===== src/rtl/core/mbm_pkg.sv =====
// ----------------------------------------------------------------------------
// mbm_pkg
// shared types and constants of the multiband band-pass mask generator
// ----------------------------------------------------------------------------
package mbm_pkg;

	localparam int CFG_IDX_W = 3;
	localparam int BIN_W     = 16;
	localparam int N_W       = 17;
	localparam int FREQ_W    = 18;
	localparam int BETA_W    = 17;
	localparam int XW        = 50;
	localparam int DIV_STEPS = 17;

	// register indexes
	localparam logic [CFG_IDX_W-1:0] REG_FILTER_MODE = 3'd0;
	localparam logic [CFG_IDX_W-1:0] REG_FFT_LENGTH  = 3'd1;
	localparam logic [CFG_IDX_W-1:0] REG_BETA        = 3'd2;
	localparam logic [CFG_IDX_W-1:0] REG_BAND_COUNT  = 3'd3;
	localparam int                   REG_BAND_BASE   = 4;

	localparam logic [BETA_W-1:0] BETA_ONE  = 17'd65536;
	localparam logic [15:0]       W_ONE     = 16'h8000;
	localparam logic [30:0]       Q30_ONE   = 31'h4000_0000;
	localparam logic [31:0]       PI_Q30    = 32'd3373259426;

	// exact reciprocals for 32-bit floor division by a constant
	localparam logic [32:0] RCP_72 = 33'd7635497416;
	localparam logic [32:0] RCP_42 = 33'd6544712071;
	localparam logic [32:0] RCP_20 = 33'd6871947674;
	localparam logic [32:0] RCP_6  = 33'd5726623062;

	typedef struct packed {
		logic          box_hit;
		logic          pass;
		logic          trans;
		logic [XW-1:0] x;
		logic [XW-1:0] den;
	} mbm_lane_t;

	typedef struct packed {
		logic covered;
		logic use_cos;
	} mbm_tag_t;

endpackage


===== src/rtl/core/mbm_div.sv =====
// ----------------------------------------------------------------------------
// mbm_div
// pipelined restoring divider, one quotient bit per stage, phase rounding
// ----------------------------------------------------------------------------
module mbm_div import mbm_pkg::*; (
	input  logic          clk,
	input  logic          arst_n,
	input  logic          in_vld,
	input  logic [XW-1:0] in_x,
	input  logic [XW-1:0] in_den,
	input  logic          in_sat,
	input  mbm_tag_t      in_tag,
	output logic          out_vld,
	output logic [16:0]   out_p,
	output mbm_tag_t      out_tag
);

	logic                 vld_s [DIV_STEPS];
	logic [XW-1:0]        rem_s [DIV_STEPS];
	logic [XW-1:0]        den_s [DIV_STEPS];
	logic [DIV_STEPS-1:0] quo_s [DIV_STEPS];
	logic                 sat_s [DIV_STEPS];
	mbm_tag_t             tag_s [DIV_STEPS];

	for (genvar j = 0; j < DIV_STEPS; j++) begin : g_step
		logic                 v_in, s_in, ge;
		logic [XW-1:0]        r_in, d_in;
		logic [DIV_STEPS-1:0] q_in;
		mbm_tag_t             t_in;
		logic [XW:0]          r2;

		if (j == 0) begin : g_first
			assign v_in = in_vld;
			assign r_in = in_x;
			assign d_in = in_den;
			assign q_in = '0;
			assign s_in = in_sat;
			assign t_in = in_tag;
		end else begin : g_next
			assign v_in = vld_s[j-1];
			assign r_in = rem_s[j-1];
			assign d_in = den_s[j-1];
			assign q_in = quo_s[j-1];
			assign s_in = sat_s[j-1];
			assign t_in = tag_s[j-1];
		end

		assign r2 = {r_in, 1'b0};
		assign ge = r2 >= {1'b0, d_in};

		always_ff @(posedge clk or negedge arst_n) begin
			if (!arst_n) begin
				vld_s[j] <= 1'b0;
			end else begin
				vld_s[j] <= v_in;
			end
		end

		always_ff @(posedge clk) begin
			rem_s[j] <= ge ? XW'(r2 - {1'b0, d_in}) : r2[XW-1:0];
			den_s[j] <= d_in;
			quo_s[j] <= {q_in[DIV_STEPS-2:0], ge};
			sat_s[j] <= s_in;
			tag_s[j] <= t_in;
		end
	end

	logic [17:0] qr;

	assign qr      = 18'(quo_s[DIV_STEPS-1]) + 18'd1;
	assign out_vld = vld_s[DIV_STEPS-1];
	assign out_tag = tag_s[DIV_STEPS-1];
	assign out_p   = sat_s[DIV_STEPS-1] ? BETA_ONE : qr[17:1];

	// remainder stays below the divisor for every unsaturated item
	a_rem_bound: assert property (@(posedge clk) disable iff (!arst_n)
		vld_s[DIV_STEPS-1] && !sat_s[DIV_STEPS-1] |->
			rem_s[DIV_STEPS-1] < den_s[DIV_STEPS-1])
		else $error("divider remainder out of bound");

endmodule


===== config.mk =====
export PLATFORM = sky130hd
export DESIGN_NAME = mbm_div
export DESIGN_NICKNAME = d
export VERILOG_FILES = /design/src/rtl/core/mbm_pkg.sv /design/src/rtl/core/mbm_div.sv
export SDC_FILE = /design/constraint.sdc
export NUM_CORES = 2
export LEC_CHECK = 0
export BUFFER_PORTS_ARGS = -buffer_cell sky130_fd_sc_hd__buf_2
export CORE_ASPECT_RATIO = 0.7
export CORE_MARGIN = 10
export CORE_UTILIZATION = 64
export DETAILED_ROUTE_END_ITERATION = 10
export PLACE_DENSITY_LB_ADDON = 0.08
export SYNTH_ARGS = -nofsm -noshare
export SYNTH_HDL_FRONTEND = slang
export SYNTH_SLANG_ARGS = --single-unit

===== constraint.sdc =====
create_clock -name clk -period 4.7 [get_ports clk]
set_input_delay 0.235 -clock clk [delete_from_list [all_inputs] [get_ports clk]]
set_output_delay 0.235 -clock clk [all_outputs]
set_load 0.01 [all_outputs]

==> results.ini <==
[timing]
relSlewSlack=0.286
rsz0062_at_grt=false
fin_skew_ns=0.0411
fin_tns_setup_ns=0
period_minus_slack_ns=4.62
worst_slew_pin_slew_ns=1.07
whs_ns=0.0486
hold_viol=0
setup_viol_count_final=0
timing.fmax_ghz=0.217
period_share=0.982
finalMaxSlewViolations=0

[place]
dp_hpwl_um=203000
io_buffers=125
gp_congestion=1.02
place_area_sq_um=95700

[drt]
wl_um=260000
num_vias=76295
antenna_left=0
viasPerCell=5.94
routedWlPerCell_um=20.2
first_pass_iters=6
drt_iter0_drc=8291
drc_errors=0

[floorplan]
die_h_um=337
die_x_um=474
rows=116
ios=126
dieArea_sq_um=160000
start_util=0.645
fp.coreArea_sq_um=143000

[power]
cellPowerDensity_nw_per_um2=812
leakage_uw=0.0487
ir_drop_mv=0.541

[critical_path]
path_class=input pin to flop
slowest_stage=o31ai_1
cp.required_ns=5.40
critPathMaxStageDelay_ns=0.62
start_kind=input pin
cp_cell_sequence=dlygate4sd3_1 > buf_2 > inv_1 > ha_1 > nand2_1 > nor2_2 > a21oi_1 > o31ai_1 > a31oi_1 > a31oi_1 > a21oi_1 > o31ai_1 > a311oi_1 > buf_4 > o21ai_0 > xor2_1 > mux2_2
end_kind=flop
cp.arrival_ns=5.32
path_max_fanout=5

[outcome]
outcome=completed

[grt]
overflow=0
grt_first_pass_wirelength_um=404000
grt_start_max_net_pins=90
antenna_found_initial=18
grt.total_usage=0.315
first_global_vias=71109

[clocking]
clk_root_buffer_cell=clkbuf_16
cts_tree=done
clock_latency_ns=0.85
cts.path.max_buffers=3
htreeDepth=4
post_cts_buffers=0
cts_buffers=171
cts.clk_slew.worst_paths_ns=0.06
cts_sinks=1821

[finish]
fin_nets=11778
syn2layout_area_growth_pct=11.9
nFillCells=11093
final_cell_area_sq_um=103000
final_cell_mix=1,804 x dfxtp_1, 1,204 x a21oi_1, 1,031 x inv_1
mostFrequentLayoutCell=dfxtp_1
fin_util=0.721
drive_gt1_frac=0.0847

[yosys]
syn_avg_cell_area_sq_um=8.77
syn_inst=10507
ys_warn_count=0
syn_area_sq_um=92100
synth_ff_type=dfxtp_1
syn-num-nets=11479
ys_seq_area_frac=0.397
ys_ff_latch=1821
synth.distinct_cells=99
async_flop_share=0.00934
synth_edf_count=0

[job]
drv_cap=0

[worst_hold_path]
hp-class=input pin to flop

==> worst paths after layout <==
path                               start              end  slack, ns  depth (start not counted)
min in group asynchronous         arst_n   g_step[2].v_in       0.52                          3
max in group asynchronous         arst_n  g_step[10].v_in       3.71                          3
min reg2reg                 quo_s[10][7]     quo_s[11][8]       0.32                          0
min                               in_sat         sat_s[0]       0.05                          2
max                            in_den[7]     rem_s[0][48]       0.08                         17
max reg2reg                den_s[0][102]    rem_s[0][162]       0.14                         15
==> cell usage after synthesis, types with 161 or more instances <==
cell type	n	area [sq um]
a21o_1	557	4180
a21oi_1	1204	6030
clkbuf_1	238	893
dfxtp_1	1804	36100
ha_1	850	10600
inv_1	1031	3870
mux2_2	166	1870
nand2_1	662	2480
nand3_1	161	806
nand4_1	166	1040
nor2_1	808	3030
o21ai_0	579	2900
xnor2_1	442	3870
xor2_1	293	2570
==> power breakdown <==
| part | switching, uW | internal [uW] |
|---|---|---|
| Clock | 6430 | 8400 |
| Sequential | 3060 | 20400 |
| Combinational | 26300 | 19100 |
==> critical path: cells and delay by family <==
family | cells | cell delay [ns]
and+or+nand+nor | 2 | 0.59
muxes | 1 | 0.26
adders and majority gates | 1 | 0.37
AOI/OAI and AO/OA | 8 | 2.89
buffers and inverters | 4 | 0.87
xor gates and xnor gates | 1 | 0.09
==> state kept, by name, indices dropped and copies added, names as in the netlist <==
register,flops
den_s,800
rem_s,800
quo_s,153
out_vld,1
sat_s,17
tag_s,34
g_step.v_in,16
==> per-layer routing <==
layer  vias to the layer above  wire [um]  part of all wire  track usage
met1                     35861     130000              0.50        0.504
li1                      37102          -                 -            -
met3                       276      33100              0.13        0.104
met5                         -         61           0.00023            0
met2                      3048      93100              0.36        0.400
met4                         8       3220             0.012       0.0547
==> stage by stage <==
step           total power, uW  setup slack (ns)  cells
6_report                 83700            0.0848  12846
4_1_cts                  82500            0.0987  12839
3_3_place_gp             66000            -0.694  12398
3_5_place_dp             67000            -0.178  12398
5_1_grt                  89300           0.00561  12842
2_1_floorplan            55100              1.21  10507
==> cell families after synthesis <==
family          Yosys count  synth area share
compound gates         3111             0.210
simple gates           2366             0.119
flops                  1821             0.397
buf+inv                1387            0.0588
fa+ha+maj               866             0.119
xor+xnor                735            0.0699
mux                     221            0.0270
==> area by class of cell <==
cell class,instances,area (sq um),area share
repair buffers,481,3810,0.0370
flip-flops and latches,1821,36500,0.354
multi-input cells,7299,50400,0.489
well taps,1888,2360,0.0229
inverters,1032,3870,0.0376
clock inverters,76,1190,0.0115
clock buffers,243,4940,0.0479
diodes,6,15.0,0.000146
==> timing repair <==
action	in CTS	in global routing
endpoints found under the setup margin	29	106
pin swaps	0	1
hold buffers	122	0
hold endpoints to repair	121	0
gates resized for setup	1	14
No activity file was read; power rests on OpenSTA's default activity.
