`config.mk`:
```
export PLATFORM = sky130hd
export DESIGN_NAME = mbm_lane
export DESIGN_NICKNAME = d
export VERILOG_FILES = /design/src/rtl/core/mbm_pkg.sv /design/src/rtl/core/mbm_lane.sv
export SDC_FILE = /design/constraint.sdc
export NUM_CORES = 2
export LEC_CHECK = 0
export BUFFER_PORTS_ARGS = -buffer_cell sky130_fd_sc_hd__buf_2
export CELL_PAD_IN_SITES_DETAIL_PLACEMENT = 0
export CELL_PAD_IN_SITES_GLOBAL_PLACEMENT = 1
export CORE_ASPECT_RATIO = 0.7
export CORE_MARGIN = 2
export CORE_UTILIZATION = 44
export CTS_CLUSTER_SIZE = 30
export DETAILED_ROUTE_END_ITERATION = 8
export PLACE_DENSITY_LB_ADDON = 0.1
export SETUP_SLACK_MARGIN = 0.4
export SLEW_MARGIN = 20
export SYNTH_ARGS = -nofsm -noshare
export SYNTH_HDL_FRONTEND = slang
export SYNTH_SLANG_ARGS = --single-unit
```
`constraint.sdc`:
```
create_clock -name clk -period 7.55 [get_ports clk]
set_input_delay 0.3775 -clock clk [delete_from_list [all_inputs] [get_ports clk]]
set_output_delay 0.3775 -clock clk [all_outputs]
set_load 0.03 [all_outputs]
```
`src/rtl/core/mbm_pkg.sv`:
```
// ----------------------------------------------------------------------------
// mbm_pkg
// shared types and constants of the multiband band-pass mask generator
// ----------------------------------------------------------------------------
package mbm_pkg;

	localparam int CFG_IDX_W = 3;
	localparam int BIN_W     = 16;
	localparam int N_W       = 17;
	localparam int FREQ_W    = 18;
	localparam int BETA_W    = 17;
	localparam int XW        = 50;
	localparam int DIV_STEPS = 17;

	// register indexes
	localparam logic [CFG_IDX_W-1:0] REG_FILTER_MODE = 3'd0;
	localparam logic [CFG_IDX_W-1:0] REG_FFT_LENGTH  = 3'd1;
	localparam logic [CFG_IDX_W-1:0] REG_BETA        = 3'd2;
	localparam logic [CFG_IDX_W-1:0] REG_BAND_COUNT  = 3'd3;
	localparam int                   REG_BAND_BASE   = 4;

	localparam logic [BETA_W-1:0] BETA_ONE  = 17'd65536;
	localparam logic [15:0]       W_ONE     = 16'h8000;
	localparam logic [30:0]       Q30_ONE   = 31'h4000_0000;
	localparam logic [31:0]       PI_Q30    = 32'd3373259426;

	// exact reciprocals for 32-bit floor division by a constant
	localparam logic [32:0] RCP_72 = 33'd7635497416;
	localparam logic [32:0] RCP_42 = 33'd6544712071;
	localparam logic [32:0] RCP_20 = 33'd6871947674;
	localparam logic [32:0] RCP_6  = 33'd5726623062;

	typedef struct packed {
		logic          box_hit;
		logic          pass;
		logic          trans;
		logic [XW-1:0] x;
		logic [XW-1:0] den;
	} mbm_lane_t;

	typedef struct packed {
		logic covered;
		logic use_cos;
	} mbm_tag_t;

endpackage

```
`src/rtl/core/mbm_lane.sv`:
```
// ----------------------------------------------------------------------------
// mbm_lane
// per-band classification: boxcar hit, passband, transition phase operands
// ----------------------------------------------------------------------------
module mbm_lane import mbm_pkg::*; (
	input  logic                     clk,
	input  logic [BIN_W-1:0]         k_s1,
	input  logic signed [FREQ_W-1:0] f_s1,
	input  logic [N_W-1:0]           n,
	input  logic [BETA_W-1:0]        beta,
	input  logic [63:0]              band,
	output mbm_lane_t                res_s4
);

	function automatic logic [N_W-1:0] edge_idx(input logic signed [34:0] v,
		input logic [N_W-1:0] lim);
		logic [34:0] r;
		logic [25:0] q;
		begin
			r = 35'(v[33:0]) + 35'd256;
			q = r[34:9];
			if (v[34])
				edge_idx = '0;
			else if (q > 26'(lim))
				edge_idx = lim;
			else
				edge_idx = q[N_W-1:0];
		end
	endfunction

	// stage a
	logic signed [31:0] ctr;
	logic [31:0]        bw;
	logic signed [33:0] diff;
	logic [32:0]        absd;
	logic [48:0]        e_a;
	logic signed [34:0] c2, bw35, off, vl, vh;

	assign ctr  = signed'(band[63:32]);
	assign bw   = band[31:0];
	assign diff = 34'(signed'({f_s1, 8'b0})) - 34'(ctr);
	assign absd = diff[33] ? 33'(-diff) : diff[32:0];
	assign e_a  = 49'(bw) * 49'(beta);
	assign c2   = signed'({ctr[31], ctr[31], ctr, 1'b0});
	assign bw35 = signed'({3'b0, bw});
	assign off  = signed'({9'b0, n, 9'b0});
	assign vl   = c2 - bw35;
	assign vh   = c2 + bw35;

	logic [32:0]        absd_s2;
	logic [48:0]        e_s2;
	logic [31:0]        bw_s2;
	logic signed [34:0] al_s2, ah_s2;
	logic               wrap_s2;
	logic [BIN_W-1:0]   k_s2;

	always_ff @(posedge clk) begin
		absd_s2 <= absd;
		e_s2    <= e_a;
		bw_s2   <= bw;
		al_s2   <= vl[34] ? vl + off : vl;
		ah_s2   <= vh[34] ? vh + off : vh;
		wrap_s2 <= vl[34] & ~vh[34];
		k_s2    <= k_s1;
	end

	// stage b
	logic [XW-1:0] d_b, h_b;
	logic [XW:0]   sum_b;

	assign d_b   = {absd_s2, 17'b0};
	assign h_b   = {2'b0, bw_s2, 16'b0};
	assign sum_b = 51'(d_b) + 51'(e_s2);

	logic             pass_s3, trans_s3, wrap_s3;
	logic [XW-1:0]    x_s3, den_s3;
	logic [N_W-1:0]   il_s3, ih_s3;
	logic [BIN_W-1:0] k_s3;

	always_ff @(posedge clk) begin
		pass_s3  <= sum_b <= 51'(h_b);
		trans_s3 <= 51'(d_b) <= 51'(h_b) + 51'(e_s2);
		x_s3     <= XW'(sum_b - 51'(h_b));
		den_s3   <= {e_s2, 1'b0};
		il_s3    <= edge_idx(al_s2, n);
		ih_s3    <= edge_idx(ah_s2, n);
		wrap_s3  <= wrap_s2;
		k_s3     <= k_s2;
	end

	// stage c
	logic ge_l, lt_h;

	assign ge_l = 17'(k_s3) >= il_s3;
	assign lt_h = 17'(k_s3) < ih_s3;

	always_ff @(posedge clk) begin
		res_s4.box_hit <= wrap_s3 ? (ge_l | lt_h) : (ge_l & lt_h);
		res_s4.pass    <= pass_s3;
		res_s4.trans   <= trans_s3;
		res_s4.x       <= x_s3;
		res_s4.den     <= den_s3;
	end

endmodule

```
==> metrics.md <==
| Metric | Value |
|---|---|
| Status | `finished, final reports clean` |
| Final Hold Fails | `0` |
| Slew headroom | `0.273` |
| Max clock buf depth | `3` |
| Number of global-route vias before repair | `31283` |
| FP Rows | `a little over 90` |
| Fraction of the mapped netlist area in adder cells | `0.354` |
| GR Overflow Total | `0` |
| Die Y | `roughly 260 um` |
| Compound-Gate Fraction of Synth Area | `0.132` |
| Clk Latency, worst-skew pair | `a little over 600 ps` |
| Crit path max fanout | `12` |
| Initial core utilization | `0.446` |
| Final min period | `about 7000 ps` |
| Tcrit/Tclk final | `0.904` |
| Port bufs | `~230` |
| Async S/R FF share, synth | `0` |
| Seq/Total Area, Yosys | `0.197` |
| Crit-path slowest cell | `or4b_2` |
| Most frequent cells in the layout | `755 x inv_1, 489 x nand2_1, 454 x fa_1` |
| Initial antenna violation count | `12` |
| Unique cell type count in the Yosys netlist | `between 90 and 100` |
| Die W | `between 300 and 400 um` |
| Area Growth Syn to Fin | `10.2%` |
| Clk sinks | `just over 400` |
| Gpl congestion | `0.922` |
| # DRC | `0` |
| CTS Root Cell | `clkbuf_16` |
| First-pass GRT wire length | `196000 um` |
| Min-delay worst type | `in2reg` |
| DR WL/cell | `about 21 um` |
| Yosys reg bits | `407` |
| Pin count of the biggest net entering global routing | `36` |
| Detailed Place HPWL | `roughly 110000 um` |
| Max cap viols | `0` |
| Final wirelength | `~130000 um` |
| TritonCTS buffer count | `45` |
| Startpoint types | `input pin` |
| CORE AREA | `about 90000 um2` |
| XOR/XNOR share of the synthesized area | `0.0622` |
| Final setup vio count | `0` |
| Reg clk slew, reported paths | `about 60 ps` |
| Routed vias | `about 33000` |
| DRT antenna net count | `0` |
| CTS HTree Levels | `2` |
| Syn avg cell area | `8.73 um2` |
| Global-route total usage across every layer | `0.269` |
| Crit path kind | `in2reg` |
| I/O pin cnt | `roughly 240` |
| Mapped cell area | `41300 um2` |
| Die area | `~96000 um2` |
| Cell mode on critical path | `fa_1` |
| Largest stage delay, worst path | `~700 ps` |
| Number of synthesized flops with an enable pin | `0` |
| Commonest non-fill, non-tap cell in the layout | `inv_1` |
| Crit path DAT | `approximately 7300 ps` |
| Sum of negative setup slack | `0 ps` |
| Yosys Warn Count | `0` |
| RSZ-0062 raised after global routing | `no` |
| Syn_nets | `between 5000 and 6000` |
| Fraction of layout cells with a size suffix above 1 | `0.0907` |
| CTS tree | `yes` |
| Worst path cell trace | `buf_2, and2_1, fa_1, inv_1, fa_1, inv_1, fa_1, fa_1, fa_1, inv_1, fa_1, inv_1, ha_1, inv_1, or4b_2, o2111a_1, o41ai_1, buf_4, a211o_1, a31oi_1, o21ai_0, a21oi_1, o21ai_0, xnor2_1` |
| Post-synthesis simple-gate area fraction | `0.158` |
| Fmax | `between 100 and 150 MHz` |
| Synth Flop Type | `dfxtp_1` |
| DR vias/cell | `around 5.3` |
| Post-synthesis mux area share | `0.00925` |
| Worst Tran Pin Value | `1080 ps` |
| Largest family of logic cells by synthesized area | `adder cells` |
| Setup Skew | `28.2 ps` |
| CP required | `8060 ps` |
| Max-slew violations | `0` |
| Number of DRC markers in iteration 0 | `between 2000 and 3000` |
| Post-Syn Instances | `roughly 4700` |
| Type of destination of the critical path | `flip-flop` |
| Fin nets | `5945` |
| DR pass1 iterations | `5` |
worst max-delay path: cells and delay by family:
kind                       cells  cell delay [ps]
adders and majority gates      7             3550
AOI/OAI and AO/OA              7             1520
buffers and inverters          7              790
and+or+nand+nor                2              940
xor gates and xnor gates       1              160
repair_timing:
action / CTS / global route
setup buffers: 0 / 0
hold buffers: 16 / 0
hold endpoints to repair: 16 / 0
resized for setup: 0 / 4
setup endpoints to repair: 0 / 1
per-layer routing:
| layer | track usage | up-vias | routed length, um |
|---|---|---|---|
| met5 | 0 | - | 0 |
| met4 | 0.0383 | 0 | 1460 |
| met3 | 0.0485 | 91 | 11100 |
| met2 | 0.338 | 1110 | 45700 |
| met1 | 0.462 | 15683 | 71200 |
| li1 | - | 15742 | - |
per-stage QoR:
stage	cell area, um2	worst slack (ps)	util	instances	hold slack [ps]
2_1_floorplan	41300	487	-	4727	310
3_3_place_gp	43800	259	0.473	6090	310
3_5_place_dp	43800	134	0.473	6090	312
4_1_cts	45500	776	0.491	6186	1.07
5_1_grt	45500	435	0.492	6188	14.3
6_report	45500	721	0.492	6191	33.1
registers in the layout, indices dropped and copies added (netlist names):
name	flops
bw_s2	32
k_s2	16
pass_s3	1
wrap_s3	1
trans_s3	1
res_s4	86
il_s3	17
ih_s3	17
x_s3	50
wrap_s2	1
e_s2	49
k_s3	16
al_s2	27
absd_s2	33
den_s3	33
ah_s2	27
Yosys cell counts (all sizes together) (10+ instances only):
master   count  area [um2]
o211ai      18         135
or2         13        81.3
inv        755        2830
dfxtp      407        8150
mux2i       19         190
nand4       41         263
ha         440        5510
nor2       212         796
o31a        10        87.6
fa         454        9090
o21a        39         293
nor2b       51         319
o31ai       17         143
or3         15        93.8
nand2      489        1840
nand2b      49         307
clkbuf     141         529
and4        10        87.6
xor2        80         701
and3        21         131
a2111oi     11         109
nor4        14         103
a31oi       25         156
a21o       115         863
o21bai      36         270
and2       227        1420
o21ai      156         788
xnor2      213        1870
nand3       72         360
mux2        17         191
a211oi      50         375
a21oi      261        1310
buf         36         223
a31o        12         105
nor3        64         347
kinds of logic after synthesis:
| family | after synthesis |
|---|---|
| buffers and inverters | 933 |
| adder cells (fa/ha/maj) | 895 |
| other | 1 |
| XOR/XNOR | 293 |
| AND/OR/NAND/NOR | 1322 |
| flip-flops | 407 |
| AO/OA/AOI/OAI | 840 |
| multiplexers | 36 |
final timing paths:
check                               from    endpoint  slack (ps)  cells past startpoint
worst max-delay path            band[14]    e_s2[48]         720                     24
worst min-delay path            band[32]  absd_s2[0]          30                      1
worst max register to register  e_s2[17]    x_s3[48]        2450                     23
worst min register to register   x_s3[8]  res_s4[58]         320                      0
final cells by class:
| cell class | count | area [um2] |
|---|---|---|
| Tap cell | 1235 | 1550 |
| Fill cell | 9021 | 47000 |
| Clock buffer | 61 | 1280 |
| Inverter | 756 | 2840 |
| Timing Repair Buffer | 321 | 1870 |
| Sequential cell | 407 | 8150 |
| Antenna cell | 5 | 12.5 |
| Multi-Input combinational cell | 3387 | 29500 |
| Clock inverter | 19 | 258 |
Power is not shown: default switching activity piles up to over one toggle a cycle in this logic, so the estimate is an artifact.
